## src/rtl/chrs_pkg.sv

```systemverilog
// chrs_pkg: shared types and constants for the consistent-hash replica selector
// depends on nothing; used by every module of the block
`default_nettype none

package chrs_pkg;

    // fnv-1a hash constants (prime is 2^40 + 0x1b3)
    localparam logic [63:0] FNV_BASIS    = 64'hCBF29CE484222325;
    localparam logic [8:0]  FNV_PRIME_LO = 9'h1B3;
    localparam int unsigned FNV_PRIME_SH = 40;

    // splitmix64 constants
    localparam logic [63:0] MIX_GOLDEN = 64'h9E3779B97F4A7C15;
    localparam logic [63:0] MIX_C1     = 64'hBF58476D1CE4E5B9;
    localparam logic [63:0] MIX_C2     = 64'h94D049BB133111EB;
    localparam int unsigned MIX_SH1    = 30;
    localparam int unsigned MIX_SH2    = 27;
    localparam int unsigned MIX_SH3    = 31;

    // input function codes
    typedef enum logic [1:0] {
        FN_CLEAR = 2'd0,
        FN_ADD   = 2'd1,
        FN_BYTE  = 2'd2,
        FN_NONE  = 2'd3
    } func_t;

    // commands passed from front to back
    typedef enum logic [1:0] {
        OP_CLEAR  = 2'd0,
        OP_ADD    = 2'd1,
        OP_LOOKUP = 2'd2
    } cmd_op_t;

    typedef struct packed {
        cmd_op_t     op;
        logic [63:0] key;
        logic [63:0] data;   // ring position for add, hash for lookup
    } cmd_t;

    // multiply sequencer step of the front
    typedef enum logic [1:0] {
        MS_LL = 2'd0,
        MS_LH = 2'd1,
        MS_HL = 2'd2
    } mul_step_t;

    typedef enum logic {
        FR_IDLE = 1'b0,
        FR_MUL  = 1'b1
    } front_state_t;

    typedef enum logic [1:0] {
        BK_IDLE = 2'd0,
        BK_SCAN = 2'd1,
        BK_EMIT = 2'd2
    } back_state_t;

endpackage

`default_nettype wire

```

## src/rtl/chrs_cmd_queue.sv

```systemverilog
// chrs_cmd_queue: two-entry command queue between front and back
// depends on chrs_pkg for the command type
`default_nettype none

module chrs_cmd_queue (
    input  wire logic         clk,
    input  wire logic         rst_n,
    input  wire logic         wr_en,
    input  chrs_pkg::cmd_t    wr_cmd,
    output logic              q_full,
    input  wire logic         rd_en,
    output chrs_pkg::cmd_t    rd_cmd,
    output logic              q_valid
);

    chrs_pkg::cmd_t entry_reg [2];
    logic           wr_ptr_reg;
    logic           rd_ptr_reg;
    logic [1:0]     cnt_reg;

    assign q_full  = (cnt_reg == 2'd2);
    assign q_valid = (cnt_reg != 2'd0);
    assign rd_cmd  = entry_reg[rd_ptr_reg];

    // storage
    always_ff @(posedge clk)
    begin
        if (wr_en)
            entry_reg[wr_ptr_reg] <= wr_cmd;
    end

    // pointers and fill count
    always_ff @(posedge clk or negedge rst_n)
    begin
        if (!rst_n)
        begin
            wr_ptr_reg <= 1'b0;
            rd_ptr_reg <= 1'b0;
            cnt_reg    <= 2'd0;
        end
        else
        begin
            if (wr_en)
                wr_ptr_reg <= !wr_ptr_reg;
            if (rd_en)
                rd_ptr_reg <= !rd_ptr_reg;
            cnt_reg <= cnt_reg + 2'(wr_en) - 2'(rd_en);
        end
    end

endmodule

`default_nettype wire

```

## config.mk

```make
export PLATFORM = sky130hd
export DESIGN_NAME = chrs_cmd_queue
export DESIGN_NICKNAME = d
export VERILOG_FILES = /design/src/rtl/chrs_pkg.sv /design/src/rtl/chrs_cmd_queue.sv
export SDC_FILE = /design/constraint.sdc
export NUM_CORES = 1
export LEC_CHECK = 0
export BUFFER_PORTS_ARGS = -buffer_cell sky130_fd_sc_hd__buf_2
export CAP_MARGIN = 20
export CELL_PAD_IN_SITES_DETAIL_PLACEMENT = 1
export CELL_PAD_IN_SITES_GLOBAL_PLACEMENT = 1
export CORE_MARGIN = 2
export CORE_UTILIZATION = 40
export CTS_CLUSTER_SIZE = 14
export DETAILED_ROUTE_END_ITERATION = 8
export PLACE_DENSITY_LB_ADDON = 0.1
export SYNTH_ARGS = -nofsm -noshare
export SYNTH_HDL_FRONTEND = slang
export SYNTH_SLANG_ARGS = --single-unit
export TNS_END_PERCENT = 100
```

## constraint.sdc

```tcl
create_clock -name clk -period 7.7 [get_ports clk]
set_clock_uncertainty 0.15 [all_clocks]
set_input_delay 1.54 -clock clk [delete_from_list [all_inputs] [get_ports clk]]
set_output_delay 1.54 -clock clk [all_outputs]
set_load 0.1 [all_outputs]
```

Yosys cells after proc, flatten, opt, wreduce, memory -nomap -nowiden:

Memory sizes are Yosys's and may differ from the RTL's.
Index checks and enable logic that the tools add are counted.

* equality and inequality tests: 1
* add/sub/neg operators: 2
* multiplexer cells: 2
* reductions and logical operators: 3

Operator list (number)
* 2-bit by 1-bit adder with 2-bit output: 1
* 2-bit equality test (second input constant): 1
* 1-bit zero test: 2
* 1-bit 2-to-1 mux: 2
* 2-bit nonzero test: 1
* 2-bit by 1-bit subtractor with 2-bit output: 1

* flip-flop bits (word level): 4
* word-level logic and storage cells: 12
* bits in writable memories: 260
* memories: 1
* output and inout bits: 132

Memory list
* entry_reg: words 2, bits a word 130, rd ports 1, clocked after memory_dff 0, wr ports 1, line chrs_cmd_queue.sv:16 `chrs_pkg::cmd_t entry_reg [2];`

Depth between registers and ports, before layout:

Gate-level depths: netlist of the first run.

* depth after elaboration: 2
* gate-level depth with buffers: 5

Worst setup path after synthesis of the first run:

No wires, ideal clock.

* path type: input port to flip-flop
* from: input wr_en
* to: memory entry_reg[0][0] in the netlist's numbering (enable)
* cell stages on the path: 1
* arrival: 7174 ps
* path slack: -260 ps
* buffers on the path: 0
* cells stage by stage: nor2b_1

* cells in the longest elaborated chain, start to end: 2

RTL lines
* from (decl): line chrs_cmd_queue.sv:8 `input wire logic wr_en,`
* 1-bit 2-to-1 mux: line chrs_cmd_queue.sv:28 `if (wr_en)`
* 1-bit 2-to-1 mux (implied by the code): line chrs_cmd_queue.sv:29 `entry_reg[wr_ptr_reg] <= wr_cmd;`
* to (decl): line chrs_cmd_queue.sv:16

Every way passes these cells.

==> flow_summary_export.csv, run 1 <==
group,metric,value,unit
global_route,grt_pass1_wl,30500,µm
finish,drive_gt1_share,60.4,%
clock_tree,cts_tree,"done",
clock_tree,post_cts_buffers,0,
floorplanning,core_area,24400,µm²
clock_tree,cts_resized,0,
detailed_routing,wl_per_cell,19.2,µm
clock_tree,cts.path.max_buffers,3,
synth,synth.top_cell.area_share,78.4,%
sta,max_freq,0.217,GHz
sta,grt_setup_unrepaired,"false",
global_route,grt_pass1_vias,5462,
floorplanning,die_h,162,µm
sta,max_slew_margin,33.6,%
synth,syn_area,9960,µm²
sta,final.min_clock_period,4600,ps
sta,tightest_slew,997,ps
critical_path,crit_fanout,56,
placement,gp_congestion,0.734,
critical_path,critical_path_class,"flip-flop to primary output",
critical_path,critPathLaunchType,"flip-flop",
detailed_routing,vias_per_cell,4.62,
synth,ys_warn_count,0,
finish,n_fill_cell,2322,
finish,area_growth,24.6,%
placement,portBuffers,265,
clock_tree,htree_levels,1,
sta,hold_viol_final,0,
synth,synthesis.nets,556,
clock_tree,cts_sinks,264,
worst_hold_path,hp-class,"flip-flop to flip-flop",
synth,synth-seq-cells,264,
detailed_routing,detail_route.first_pass.iterations,5,
sta,tns,0,ps
global_route,grtUsageTotal,15.2,%
finish,multi_input_area,1900,µm²
global_route,grt_start_max_net_pins,74,
finish,largest_reg_flops,260,
global_route,overflow,0,
placement,place.detailed.hpwl,13600,µm
finish,regArea,7910,µm²
sta,finalMaxSlewViolations,0,
global_route,antenna_found_initial,7,
floorplanning,rows,57,
synth,synth_area_per_cell,23.7,µm²
finish,fin_nets,841,
critical_path,critPathRequiredTime,6010,ps
critical_path,end_kind,"primary output",
synth,synthDistinctLibCells,14,
floorplanning,die_area,26200,µm²
clock_tree,clock_insertion_delay_worst_skew,520,ps
run_status,status,"finished clean",
clock_tree,cts-hold-fix-buffers,0,
synth,synth_top_area_cell,"edfxtp_1",
clock_tree,clk_pin_slew,50,ps
synth,yosysSeqAreaShare,79.4,%
sta,setup_viol,0,
clock_tree,numCtsBuffers,28,
run,maxCapViolCount,0,
floorplanning,num_io_pins,266,
detailed_routing,drc,0,
detailed_routing,drt_iter0_markers,239,
clock_tree,root_buffer,"clkbuf_16",
synth,syn-instance-count,420,
floorplanning,fp.dieW,162,µm
detailed_routing,drtAntennaViolNets,0,
floorplanning,start_util,40.8,%
sta,fin_crit_sh,59.8,%
detailed_routing,vias,4851,
critical_path,cp.arrival,2910,ps
synth,synthTopCellsByArea,"edfxtp_1 (78%), mux2_4 (14%), mux2_2 (4.5%), buf_6 (1.1%), dfrtp_1 (1.0%)",
detailed_routing,routed_wl,20200,µm
-- cells in the mapped netlist, drive strengths merged --
cell and count:
and2 1, xor3 1, buf 15, nor2b 2, dfrtp 4, ha 2, or2 1, edfxtp 260
mux2 130, inv 2, xor2 2
-- stage by stage --
step	hold WS (ps)	utilization, %	instances	cell area, µm²	setup WS [ps]
2_1_floorplan	323	-	420	9960	2180
3_3_place_gp	379	47.5	999	11600	3570
3_5_place_dp	394	47.5	999	11600	3570
4_1_cts	402	50.8	1048	12400	3010
5_1_grt	447	50.8	1049	12400	2890
6_report	403	50.9	1051	12400	3100
-- placed cells by master (no fill, tap or decap) --
| cell type | n |
|---|---|
| clkinv_1 | 8 |
| dfrtp_1 | 3 |
| nor2b_1 | 1 |
| xor2_1 | 2 |
| dfrtp_4 | 1 |
| xor3_1 | 1 |
| ha_1 | 2 |
| diode_2 | 3 |
| inv_1 | 2 |
| and2_4 | 1 |
| buf_4 | 5 |
| mux2_2 | 40 |
| clkbuf_1 | 8 |
| buf_2 | 265 |
| or2_2 | 1 |
| mux2_4 | 90 |
| nor2b_4 | 1 |
| clkbuf_16 | 29 |
| edfxtp_1 | 260 |
| clkinv_2 | 4 |
-- worst max-delay path, cell delays in order, from the launching register on --
cell	delay, ps
dfrtp_4	800
buf_4	820
mux2_2	310
buf_2	430
-- routing by layer --
metal	GRT usage, %	share of wire (%)
met1	17.9	39
met2	26.5	50
met3	5.57	9.0
met4	3.86	2.1
met5	0	0.20
-- logic make-up after synthesis --
group                    count (synthesis)  synth area share (%)
XOR/XNOR                                 3                 0.415
adder cells (fa/ha/maj)                  2                 0.251
buffers and inverters                   17                  1.56
flip-flops                             264                  79.4
multiplexers                           130                  18.1
AND/OR/NAND/NOR                          4                 0.251
-- final cells by class --
cell class                 instances  share of cell area (%)
clock buffer                      37                    6.09
inverter                           2                  0.0605
timing repair buffer             270                    11.0
multi-input combinational        139                    15.3
clock inverter                    12                   0.403
antenna                            3                  0.0605
tap                              324                    3.27
sequential                       264                    63.8
-- path summary, 6_finish.rpt --
kind | start | to | slack, ps | cells after the start
worst min-delay path | wr_ptr_reg | wr_ptr_reg | 400 | 1
worst max register to register | wr_ptr_reg | entry_reg[1][122] | 5070 | 2
max in group asynchronous | rst_n | rd_ptr_reg | 6600 | 1
min in group asynchronous | rst_n | rd_ptr_reg | 670 | 1
worst max-delay path | rd_ptr_reg | rd_cmd[26] | 3100 | 3
worst min register to register | wr_ptr_reg | wr_ptr_reg | 400 | 1
Power of run 1 is not shown: default switching activity piles up to over one toggle a cycle in this logic, so the estimate is an artifact.
==> run 2: changes to the inputs <==
ABC_AREA = 1   (was default)
clock period = 4.8 ns   (was 7.7 ns; I/O delays follow)
==> flow_summary_export.csv, run 2 <==
group,metric,value,unit
run_status,status,"finished clean",
synth,synthesis.nets,840,
detailed_routing,drc,0,
clock_tree,cts-hold-fix-buffers,0,
detailed_routing,wl_met2,10900,µm
placement,gp_congestion,0.731,
sta,grt_setup_unrepaired,"false",
critical_path,path_delay_family,"buffers and inverters",
global_route,antenna_found_initial,7,
finish,mostFrequentLayoutCell,"buf_2",
critical_path,end_kind,"primary output",
detailed_routing,wl_per_cell,16.3,µm
sta,final.min_clock_period,3660,ps
finish,area_growth,24.6,%
clock_tree,numCtsBuffers,29,
clock_tree,cts.path.max_buffers,3,
detailed_routing,route.met3.wl,1890,µm
synth,synth_top_area_cell,"edfxtp_1",
critical_path,path_depth,4,
finish,drive_gt1_share,37.5,%
synth,synth-simple-area-share,5.20,%
synth,syn-instance-count,704,
synth,synth-seq-cells,264,
floorplanning,rows,58,
critical_path,r2r_slack,2840,ps
run,maxCapViolCount,0,
placement,portBuffers,265,
synth,synth_top_family_by_area,"compound AO/OA/AOI/OAI gates",
sta,tns,0,ps
critical_path,path_buf_inv,2,
synth,post-synth-top-count-cell,"edfxtp_1",
sta,hold_viol_final,0,
global_route,overflow,0,
global_route,grt_pass1_vias,6202,
detailed_routing,drtAntennaViolNets,0,
critical_path,crit_path_start,"rd_ptr_reg",
sta,fin_crit_sh,76.2,%
detailed_routing,highest_layer,"met5",
global_route,grtUsageTotal,16.2,%
clock_tree,cts_resized,0,
synth,yosysSeqAreaShare,78.0,%
synth,ys_warn_count,0,
synth,synth_fa_ha_area_share,0.247,%
floorplanning,start_util,40.5,%
clock_tree,htree_levels,1,
synth,synth_edf_count,260,
critical_path,r2r-start,"wr_ptr_reg",
synth,synth-xor-area-share,0.173,%
global_route,grt_pass1_wl,33400,µm
finish,layout_common_cells,"buf_2 (265), edfxtp_1 (260), nand2_1 (137)",
floorplanning,die_area,26600,µm²
critical_path,critPathMaxStageDelay,840,ps
synth,synth_compound_area_share,8.64,%
synth,ys.flop_type,"edfxtp_1",
synth,async_flop_share,1.52,%
synth,yosys-top-cells-count,"edfxtp_1 (260), inv_1 (137), nand2_1 (137)",
detailed_routing,detail_route.first_pass.iterations,4,
detailed_routing,vias,6040,
synth,muxShareOfSynthArea,0,%
sta,finalMaxSlewViolations,0,
floorplanning,fp.dieW,163,µm
floorplanning,num_io_pins,266,
finish,n_fill_cell,2636,
floorplanning,die_h,163,µm
critical_path,cp.arrival,2550,ps
synth,syn_area,10100,µm²
sta,tightest_slew,992,ps
clock_tree,post_cts_buffers,0,
synth,synth_area_per_cell,14.4,µm²
critical_path,critPathLaunchType,"flip-flop",
critical_path,crit_chain,"buf_4 -> nand2_1 -> o21ai_1 -> buf_2",
finish,largest_reg_flops,260,
synth,synthTopCellsByArea,"edfxtp_1 (77%), o21ai_2 (5.2%), inv_1 (5.1%), nand2_1 (5.1%), o21ai_0 (2.8%)",
detailed_routing,vias_per_cell,4.51,
synth,synthDistinctLibCells,16,
clock_tree,cts_sinks,264,
clock_tree,clk_pin_slew,60,ps
clock_tree,root_buffer,"clkbuf_16",
critical_path,slowest_stage,"dfrtp_4",
placement,dp.cells,1281,
sta,setup_viol,0,
finish,fin_nets,1118,
critical_path,critical_path_class,"flip-flop to primary output",
detailed_routing,wirelength_met1,8480,µm
finish,layoutNonFillerInstCount,1339,
detailed_routing,drt_iter0_markers,246,
critical_path,timing.rr.end,"entry_reg[1][59]",
clock_tree,clock_insertion_delay_worst_skew,530,ps
critical_path,critPathRequiredTime,3690,ps
critical_path,reg2regPathDepth,3,
critical_path,endpoint,"rd_cmd[0]",
global_route,grt_start_max_net_pins,70,
floorplanning,core_area,25000,µm²
placement,place.detailed.hpwl,14900,µm
clock_tree,cts_tree,"done",
synth,synth.top_cell.area_share,77.1,%
detailed_routing,routed_wl,21800,µm
sta,max_slew_margin,33.9,%
critical_path,crit_fanout,58,
worst_hold_path,hp-class,"input pin to async pin",
sta,max_freq,0.274,GHz
[run 2: area by class of cell]
| type | count | area, µm² | area share (%) |
|---|---|---|---|
| repair buffers | 276 | 1430 | 11.4 |
| inverters | 137 | 517 | 4.09 |
| diodes | 6 | 15.0 | 0.119 |
| flip-flops and latches | 264 | 7910 | 62.7 |
| clock inverters | 10 | 76.3 | 0.605 |
| clock buffers | 42 | 805 | 6.37 |
| multi-input cells | 274 | 1450 | 11.5 |
| well taps | 330 | 413 | 3.27 |
[run 2: cells by family after synthesis]
kind of cell,count (synthesis)
AO/OA/AOI/OAI,130
flip-flops,264
XOR/XNOR,2
adder cells (fa/ha/maj),2
AND/OR/NAND/NOR,140
buffers and inverters,166
[run 2: metrics by stage]
step | hold WS [ps] | worst slack (ps) | util (%) | instance area [µm²]
2_1_floorplan | 365 | 638 | - | 10100
3_3_place_gp | 386 | 1690 | 46.8 | 11700
3_5_place_dp | 386 | 1660 | 46.8 | 11700
4_1_cts | 49.1 | 1070 | 50.4 | 12600
5_1_grt | 55.8 | 949 | 50.4 | 12600
6_report | 70.2 | 1140 | 50.4 | 12600
[run 2: how the worst min path moves through the flow]
| stage | startpoint | end | cells after the start | slack, ps |
|---|---|---|---|---|
| after floorplan | wr_ptr_reg | wr_ptr_reg | 1 | 370 |
| final | rst_n | rd_ptr_reg | 1 | 70 |
| after detailed placement | wr_ptr_reg | wr_ptr_reg | 1 | 390 |
| after global routing | rst_n | wr_ptr_reg | 1 | 60 |
| after global placement | wr_ptr_reg | wr_ptr_reg | 1 | 390 |
| after CTS | rst_n | wr_ptr_reg | 1 | 50 |
[run 2: metal layers]
layer  GRT usage, %  up-vias
met5              0        -
met4           5.03        4
met3           5.69       43
met2           27.8      176
met1           19.2     2861
li1               -     2956
Power of run 2 is left out for the same reason.
