### src/rtl/chrs_pkg.sv
// chrs_pkg: shared types and constants for the consistent-hash replica selector
// depends on nothing; used by every module of the block
`default_nettype none

package chrs_pkg;

    // fnv-1a hash constants (prime is 2^40 + 0x1b3)
    localparam logic [63:0] FNV_BASIS    = 64'hCBF29CE484222325;
    localparam logic [8:0]  FNV_PRIME_LO = 9'h1B3;
    localparam int unsigned FNV_PRIME_SH = 40;

    // splitmix64 constants
    localparam logic [63:0] MIX_GOLDEN = 64'h9E3779B97F4A7C15;
    localparam logic [63:0] MIX_C1     = 64'hBF58476D1CE4E5B9;
    localparam logic [63:0] MIX_C2     = 64'h94D049BB133111EB;
    localparam int unsigned MIX_SH1    = 30;
    localparam int unsigned MIX_SH2    = 27;
    localparam int unsigned MIX_SH3    = 31;

    // input function codes
    typedef enum logic [1:0] {
        FN_CLEAR = 2'd0,
        FN_ADD   = 2'd1,
        FN_BYTE  = 2'd2,
        FN_NONE  = 2'd3
    } func_t;

    // commands passed from front to back
    typedef enum logic [1:0] {
        OP_CLEAR  = 2'd0,
        OP_ADD    = 2'd1,
        OP_LOOKUP = 2'd2
    } cmd_op_t;

    typedef struct packed {
        cmd_op_t     op;
        logic [63:0] key;
        logic [63:0] data;   // ring position for add, hash for lookup
    } cmd_t;

    // multiply sequencer step of the front
    typedef enum logic [1:0] {
        MS_LL = 2'd0,
        MS_LH = 2'd1,
        MS_HL = 2'd2
    } mul_step_t;

    typedef enum logic {
        FR_IDLE = 1'b0,
        FR_MUL  = 1'b1
    } front_state_t;

    typedef enum logic [1:0] {
        BK_IDLE = 2'd0,
        BK_SCAN = 2'd1,
        BK_EMIT = 2'd2
    } back_state_t;

endpackage

`default_nettype wire

### src/rtl/chrs_front.sv
// chrs_front: accepts requests, folds key bytes into the fnv-1a hash and
// computes ring positions with a shared 32x32 multiplier; uses chrs_pkg
`default_nettype none

module chrs_front (
    input  wire logic         clk,
    input  wire logic         rst_n,
    input  wire logic         push,
    output logic              full,
    input  wire logic [1:0]   func,
    input  wire logic [63:0]  node_key,
    input  wire logic [7:0]   key_byte,
    input  wire logic         byte_valid,
    input  wire logic         last_byte,
    output logic              q_push,
    output chrs_pkg::cmd_t    q_cmd,
    input  wire logic         q_full
);

    chrs_pkg::front_state_t state_reg, state_next;
    chrs_pkg::mul_step_t    step_reg, step_next;
    logic                   second_reg, second_next;
    logic [63:0]            hash_reg, hash_next;
    logic [63:0]            x_reg, x_next;
    logic [63:0]            acc_reg, acc_next;
    logic [63:0]            key_reg, key_next;

    logic                   accept;
    logic [63:0]            hv;
    logic [63:0]            hash_step;
    logic [63:0]            pre;
    logic [63:0]            cst;
    logic [31:0]            op_a;
    logic [31:0]            op_b;
    logic [63:0]            prod;
    logic [63:0]            y;

    assign full   = (state_reg != chrs_pkg::FR_IDLE) || q_full;
    assign accept = push && !full;

    // fnv-1a step: (h ^ b) * prime as shift plus narrow multiply
    assign hv        = hash_reg ^ {56'd0, key_byte};
    assign hash_step = (hv << chrs_pkg::FNV_PRIME_SH) + (hv * 64'(chrs_pkg::FNV_PRIME_LO));

    // first mix round before the multiplies
    assign pre = node_key + chrs_pkg::MIX_GOLDEN;

    // shared multiplier operand select
    assign cst = second_reg ? chrs_pkg::MIX_C2 : chrs_pkg::MIX_C1;
    always_comb
    begin
        unique case (step_reg)
            chrs_pkg::MS_LL:
            begin
                op_a = x_reg[31:0];
                op_b = cst[31:0];
            end
            chrs_pkg::MS_LH:
            begin
                op_a = x_reg[31:0];
                op_b = cst[63:32];
            end
            default:
            begin
                op_a = x_reg[63:32];
                op_b = cst[31:0];
            end
        endcase
    end
    assign prod = 64'(op_a) * 64'(op_b);
    assign y    = {acc_reg[63:32] + prod[31:0], acc_reg[31:0]};

    // state register
    always_ff @(posedge clk or negedge rst_n)
    begin
        if (!rst_n)
        begin
            state_reg  <= chrs_pkg::FR_IDLE;
            step_reg   <= chrs_pkg::MS_LL;
            second_reg <= 1'b0;
            hash_reg   <= chrs_pkg::FNV_BASIS;
        end
        else
        begin
            state_reg  <= state_next;
            step_reg   <= step_next;
            second_reg <= second_next;
            hash_reg   <= hash_next;
        end
    end

    // datapath registers
    always_ff @(posedge clk)
    begin
        x_reg   <= x_next;
        acc_reg <= acc_next;
        key_reg <= key_next;
    end

    // next state and command output
    always_comb
    begin
        state_next  = state_reg;
        step_next   = step_reg;
        second_next = second_reg;
        hash_next   = hash_reg;
        x_next      = x_reg;
        acc_next    = acc_reg;
        key_next    = key_reg;
        q_push      = 1'b0;
        q_cmd.op    = chrs_pkg::OP_CLEAR;
        q_cmd.key   = key_reg;
        q_cmd.data  = hash_reg;
        unique case (state_reg)
            chrs_pkg::FR_IDLE:
            begin
                if (accept)
                begin
                    unique case (chrs_pkg::func_t'(func))
                        chrs_pkg::FN_CLEAR:
                        begin
                            q_push   = 1'b1;
                            q_cmd.op = chrs_pkg::OP_CLEAR;
                        end
                        chrs_pkg::FN_ADD:
                        begin
                            state_next  = chrs_pkg::FR_MUL;
                            step_next   = chrs_pkg::MS_LL;
                            second_next = 1'b0;
                            key_next    = node_key;
                            x_next      = pre ^ (pre >> chrs_pkg::MIX_SH1);
                        end
                        chrs_pkg::FN_BYTE:
                        begin
                            if (byte_valid)
                                hash_next = hash_step;
                            if (last_byte)
                            begin
                                q_push     = 1'b1;
                                q_cmd.op   = chrs_pkg::OP_LOOKUP;
                                q_cmd.data = hash_next;
                                hash_next  = chrs_pkg::FNV_BASIS;
                            end
                        end
                        default:
                        begin
                        end
                    endcase
                end
            end
            default:
            begin
                unique case (step_reg)
                    chrs_pkg::MS_LL:
                    begin
                        acc_next  = prod;
                        step_next = chrs_pkg::MS_LH;
                    end
                    chrs_pkg::MS_LH:
                    begin
                        acc_next  = y;
                        step_next = chrs_pkg::MS_HL;
                    end
                    default:
                    begin
                        if (!second_reg)
                        begin
                            step_next   = chrs_pkg::MS_LL;
                            second_next = 1'b1;
                            x_next      = y ^ (y >> chrs_pkg::MIX_SH2);
                        end
                        // hold the finished position until the queue has room
                        else if (!q_full)
                        begin
                            step_next  = chrs_pkg::MS_LL;
                            q_push     = 1'b1;
                            q_cmd.op   = chrs_pkg::OP_ADD;
                            q_cmd.data = y ^ (y >> chrs_pkg::MIX_SH3);
                            state_next = chrs_pkg::FR_IDLE;
                        end
                    end
                endcase
            end
        endcase
    end

endmodule

`default_nettype wire

### config.mk
export PLATFORM = sky130hd
export DESIGN_NAME = chrs_front
export DESIGN_NICKNAME = d
export VERILOG_FILES = /design/src/rtl/chrs_pkg.sv /design/src/rtl/chrs_front.sv
export SDC_FILE = /design/constraint.sdc
export NUM_CORES = 2
export LEC_CHECK = 0
export BUFFER_PORTS_ARGS = -buffer_cell sky130_fd_sc_hd__clkbuf_2
export CAP_MARGIN = 20
export CELL_PAD_IN_SITES_DETAIL_PLACEMENT = 0
export CELL_PAD_IN_SITES_GLOBAL_PLACEMENT = 1
export CORE_ASPECT_RATIO = 0.75
export CORE_MARGIN = 8
export CORE_UTILIZATION = 45
export CTS_BUF_LIST = sky130_fd_sc_hd__clkbuf_8 sky130_fd_sc_hd__clkbuf_16
export DETAILED_ROUTE_END_ITERATION = 8
export GPL_TIMING_DRIVEN = 0
export PLACE_DENSITY_LB_ADDON = 0.2
export SLEW_MARGIN = 10
export SYNTH_ARGS = -nofsm -noshare
export SYNTH_HDL_FRONTEND = slang
export SYNTH_SLANG_ARGS = --single-unit
### constraint.sdc
create_clock -name clk -period 14.92 [get_ports clk]
set_input_delay 0 -clock clk [delete_from_list [all_inputs] [get_ports clk]]
set_output_delay 0 -clock clk [all_outputs]
set_load 0.02 [all_outputs]
## After elaboration in Yosys (flattened, before gate mapping)

Cells that the tools add are included.

- $mul: 2
- Equal/unequal tests: 6
- Muxes and demuxes: 48
- Bitwise gates (word level): 6
- Add/subtract/negate cells: 3
- Reduce and logical (&&, ||, !) cells: 16

Operator list:

| operator | count |
|---|---|
| 64-bit 2-to-1 mux | 14 |
| 64-bit case mux with 2 select lines | 1 |
| 64-bit adder | 1 |
| 64-bit adder (second input constant) | 1 |
| 32-bit by 32-bit multiplier with 64-bit output | 1 |
| 64-bit by 9-bit multiplier with 64-bit output (second input constant) | 1 |
| 32-bit 2-to-1 mux | 2 |
| 64-bit by 33-bit bitwise XOR with 64-bit output | 1 |
| 64-bit by 34-bit bitwise XOR with 64-bit output | 1 |
| 64-bit by 37-bit bitwise XOR with 64-bit output | 1 |
| 64-bit by 8-bit bitwise XOR with 64-bit output | 1 |
| 62-bit 2-to-1 mux | 1 |
| 32-bit adder | 1 |
| 1-bit 2-to-1 mux | 19 |
| 2-bit 2-to-1 mux | 9 |
| 3-bit AND reduction | 5 |
| 2-bit nonzero test | 3 |
| 5-bit by 3-bit != test with 1-bit output (second input constant) | 1 |
| 2-bit by 1-bit == test with 1-bit output (second input constant) | 2 |
| 2-bit zero test | 2 |
| 2-bit != test (second input constant) | 2 |
| 2-bit case mux with 2 select lines | 1 |
| 4-bit AND reduction | 1 |
| 2-bit == test (second input constant) | 1 |
| other kinds (7) | 8 |

- Bits of input ports: 80
- Output and inout bits: 132
- Register bits: 260

## Depth between registers and ports, before layout

- Depth in word-level cells: 10
- Gate-level depth with buffers: 41

## Worst setup path after synthesis

No wires, ideal clock.

- Kind: flip-flop to output port
- From: register step_reg[1]
- To: output q_cmd[63] (netlist name)
- Cell stages (with the launch flop): 38
- Setup slack: 4.868 ns
- Arrival: 10.052 ns
- Data required time: 14.920 ns
- Cells stage by stage: dfrtp_1 clkbuf_1 clkbuf_1 clkbuf_1 mux2i_1 inv_1 fa_1 fa_1 fa_1 inv_1 fa_1 inv_1 fa_1 inv_1 fa_1 inv_1 fa_1 fa_1 [2 not listed] nand3_2 or4_1 a211o_1 a31oi_4 or2_2 a21o_1 a21oi_1 xnor2_1 ha_1 a21oi_1 nor2b_1 o21a_1 o21ai_0 a21oi_1 a311oi_1 xnor3_2 o21ba_1 a221o_1

RTL lines:

| element | RTL line | text |
|---|---|---|
| start: declaration | chrs_front.sv:21 | `chrs_pkg::mul_step_t step_reg, step_next;` |
| start signal: assignment | chrs_front.sv:79 | `step_reg <= chrs_pkg::MS_LL;` |
| start signal: assignment | chrs_front.sv:86 | `step_reg <= step_next;` |
| end: declaration | chrs_front.sv:16 | `output chrs_pkg::cmd_t q_cmd,` |

==> results.md <==
Outcome:
- The flow ran to the end, but the final reports show violations.
- The checks that failed: hold timing.

Route:
- The aggregate routed wire length is 236000 um.
- The wire length per cell is 30.4 um.
- For this run, the detailed router's first-pass iteration total came to 6.
- In this run the remaining antenna-violating nets after routing total 0.
- The routed via count is 44878.
- The number of vias per cell is just under 6.
- The violation count after the first detailed-routing iteration is roughly 5600.
- For this run, design rule violations remaining after detail routing come to 0.

Hold path:
- The worst hold path belongs to the class in -> reg.
- The hold path depth is 5.
- For hold timing, the worst endpoint is hash_reg[1].
- The worst hold path begins at func[0].

Worst setup path:
- STA puts the critical path data required time at between 10 and 15 ns.
- The worst register-to-register path has a depth of 35.
- Of all nets on the critical path, the largest fanout is 10.
- The internal reg-to-reg setup slack is 0.83 ns.
- STA classifies the critical path endpoint as a primary output.
- The endpoint arrival time on the critical path is 14.80 ns.
- The worst setup path is of the reg -> out kind.
- The cell at the slowest stage of the critical path is nor3b_2.
- The delay contributed by the slowest stage of the critical path is 0.93 ns.
- The nature of the critical path startpoint is a flop.
- The cell repeated most along the worst path is fa_1.
- The capturing point of the worst reg2reg path is x_reg[35].
- The startpoint identified for the worst register-to-register timing path is step_reg[1].

Clock tree:
- The clock latency at the later pin of the worst-skew pair is approximately 0.62 ns.
- TritonCTS built the clock tree.
- The tree is rooted in a clkbuf_16.
- Clock-pin slew was measured on the worst setup and hold paths at roughly 0.070 ns.
- The maximum number of buffers from clock root to sink is 3.
- CTS saw 260 sinks.
- In this run the number of H-tree levels came out at 1.
- Counting the buffers created by CTS gives 29.

Synth:
- Yosys attributes the largest share of cell area to fa_1 (39%), ha_1 (12%), edfxtp_1 (10%).
- Yosys printed 0 warnings.
- The number of enable flip-flop cells after synthesis is 192.
- The net count of the mapped netlist is 7427.
- Of the post-synthesis cell area, the part taken by muxes is 0.0151.
- In the synthesized netlist the async set-or-reset flop fraction comes to 0.262.
- The number of distinct library cells after synthesis is 100.
- The area share of the largest cell type after synthesis is 0.385.
- After synthesis, the largest family of logic cells by area is adder cells.
- The adder and majority cell fraction of the synthesized area is 0.506.
- The leading area contributor after synthesis is fa_1.
- After technology mapping, the gate count stands at 5745.
- The flip-flop and latch count after synthesis is 260.
- The mapped netlist covers 0.0555 mm2.
- The basic-gate share of the synthesized area counting and, or, nand and nor cells is 0.0896.
- The compound-gate portion of the synthesized area is 0.0997.
- The xor and xnor area share after synthesis is 0.0530.
- The mean instance size in the synthesized netlist is 9.66 um2.
- The most used flip-flop cell after synthesis is edfxtp_1.
- Of the synthesized area, sequential elements account for 0.135.

Layout:
- The area of all placed cells without fillers is 0.0609 mm2.
- The total area of sequential cells is 0.00750 mm2.
- The top cell types in the final layout, fill and taps aside, are inv_1 (1320), fa_1 (1068), ha_1 (534), nor2_1 (412), nand2_1 (352).
- The share of layout cells above drive strength 1 is 0.0688.
- The area occupied by multi-input gates is 0.0425 mm2.
- The most common cell after layout, fill and taps aside is inv_1.
- Compared with the post-synthesis result, the final layout area differs by 9.69%.
- The number of fillers in the final layout is 11750.
- The net total in the final layout is 7780.
- The non-filler instance count after layout is 7765.

STA:
- Subtracting the final worst setup slack from the clock period gives about 15 ns.
- The worst-case headroom to the max-slew limit is 0.117.
- Final hold analysis gives a worst-case slack of -0.0346 ns.
- The setup skew after layout is 0.0299 ns.
- The number of endpoints with negative hold slack in the final report is 1.
- The maximum achievable frequency is a little under 0.07 GHz.
- The final-report max-slew violation count is 0.
- Setup repair after global routing left no endpoint under its margin.
- Of the available clock period, the critical path in the final layout requires 0.992.
- The final sum of negative setup slack is 0 ns.
- The number of setup violations in the final report is 0.
- The worst-case setup margin in the final layout is 0.120 ns.
- For the pin with the worst max-slew slack, the measured transition is 1.32 ns.

Floorplan:
- The site row count is 111.
- The horizontal extent of the die is 422 um.
- The die covers 0.135 mm2.
- The core region is 0.122 mm2.
- The height of the die is 320 um.
- The top-level I/O count is 212.
- For this configuration, the core starts out at a cell density of 0.454.

Placement:
- The number of cells after detailed placement is ~7600.
- The total placed instance area is 0.0591 mm2.
- The weighted congestion reported at the end of routability-driven placement is approximately 1.1.
- The detailed placement HPWL is 208000 um.
- During placement, the flow inserted port buffers numbering 211.
- Prior to clock tree synthesis, the placed netlist has a worst setup slack of approximately 0.88 ns.

Flow run:
- The count of maximum capacitance violations is 0.

GRT:
- The all-layer global routing usage is 0.343.
- The wire length of the first global-routing pass is 334000 um.
- Entering global routing, the biggest net connects 65 pins.
- For this run the aggregate overflow at the end of global routing stands at 0.
- The number of global-route vias before repair is around 45000.
- The initial antenna violation count was 5.
routing by layer:
layer / GRT usage / up-vias / share of wire
met1: 0.521 / 23091 / 0.45
met2: 0.465 / 2570 / 0.39
met3: 0.128 / 300 / 0.14
met5: 0 / - / 0.000055
li1: - / 18915 / -
met4: 0.0677 / 2 / 0.026
how the worst max path moves through the flow:
| stage | from | endpoint | slack [ns] | cells after the start |
|---|---|---|---|---|
| 2_1_floorplan | step_reg[1] | q_cmd[63] | 4.87 | 37 |
| 3_3_place_gp | step_reg[1] | q_cmd[31] | 0.45 | 34 |
| 3_5_place_dp | step_reg[1] | q_cmd[31] | 0.88 | 34 |
| 4_1_cts | step_reg[1] | q_cmd[31] | 0.17 | 34 |
| 5_1_grt | step_reg[1] | q_cmd[31] | 0.13 | 36 |
| 6_report | step_reg[1] | q_cmd[31] | 0.12 | 36 |
kinds of logic after synthesis:
logic type / count (synthesis)
compound gates: 868
mux: 81
buf+inv: 1493
simple gates: 1110
other cells: 1
flops: 260
fa+ha+maj: 1603
xor+xnor: 329
cell type report:
type	instances	area share
multi-input combinational	3992	0.697
buffer	173	0.0116
sequential	260	0.123
clock inverter	23	0.00376
clock buffer	31	0.0124
timing repair buffer	322	0.0367
inverter	1320	0.0814
tap	1638	0.0337
antenna	6	0.000247
worst max-delay path, delay by kind of cell, from the launching register on:
kind / cells / cell delay [ns]
AND/OR/NAND/NOR: 10 / 3.12
adder cells (fa/ha/maj): 10 / 5.26
flip-flops: 1 / 0.36
buffers and inverters: 7 / 2.77
AO/OA/AOI/OAI: 7 / 1.68
XOR/XNOR: 2 / 0.91
metrics by stage:
| step | utilization | hold slack, ns |
|---|---|---|
| 6_report | 0.498 | -0.0346 |
| 5_1_grt | 0.498 | 0.0183 |
| 2_1_floorplan | - | -0.296 |
| 4_1_cts | 0.497 | 0.0245 |
| 3_3_place_gp | 0.479 | 0.197 |
| 3_5_place_dp | 0.483 | -0.0325 |
synthesized netlist by cell type, drive strengths merged (23+ instances only):
| library cell | number |
|---|---|
| inv | 1317 |
| fa | 1068 |
| ha | 534 |
| nor2 | 415 |
| nand2 | 352 |
| a21oi | 256 |
| o21ai | 226 |
| xnor2 | 200 |
| edfxtp | 192 |
| clkbuf | 138 |
| xor2 | 125 |
| a21o | 92 |
| and2 | 71 |
| mux2i | 61 |
| nand3 | 48 |
| nor3 | 47 |
| dfrtp | 40 |
| and3 | 39 |
| buf | 35 |
| nand4 | 34 |
| a22oi | 32 |
| a31oi | 29 |
| dfstp | 28 |
| o21bai | 28 |
| o221ai | 23 |
what timing repair did:
| action | 4_1_cts | 5_1_grt |
|---|---|---|
| endpoints found under the hold margin | 149 | 0 |
| resized for setup | 0 | 3 |
| hold buffers | 70 | 0 |
| setup buffers | 0 | 0 |
| setup endpoints to repair | 0 | 5 |
Power is left out: the tool's default activity adds up to more than one toggle a clock period on the data nets, which glitch-free logic cannot reach.
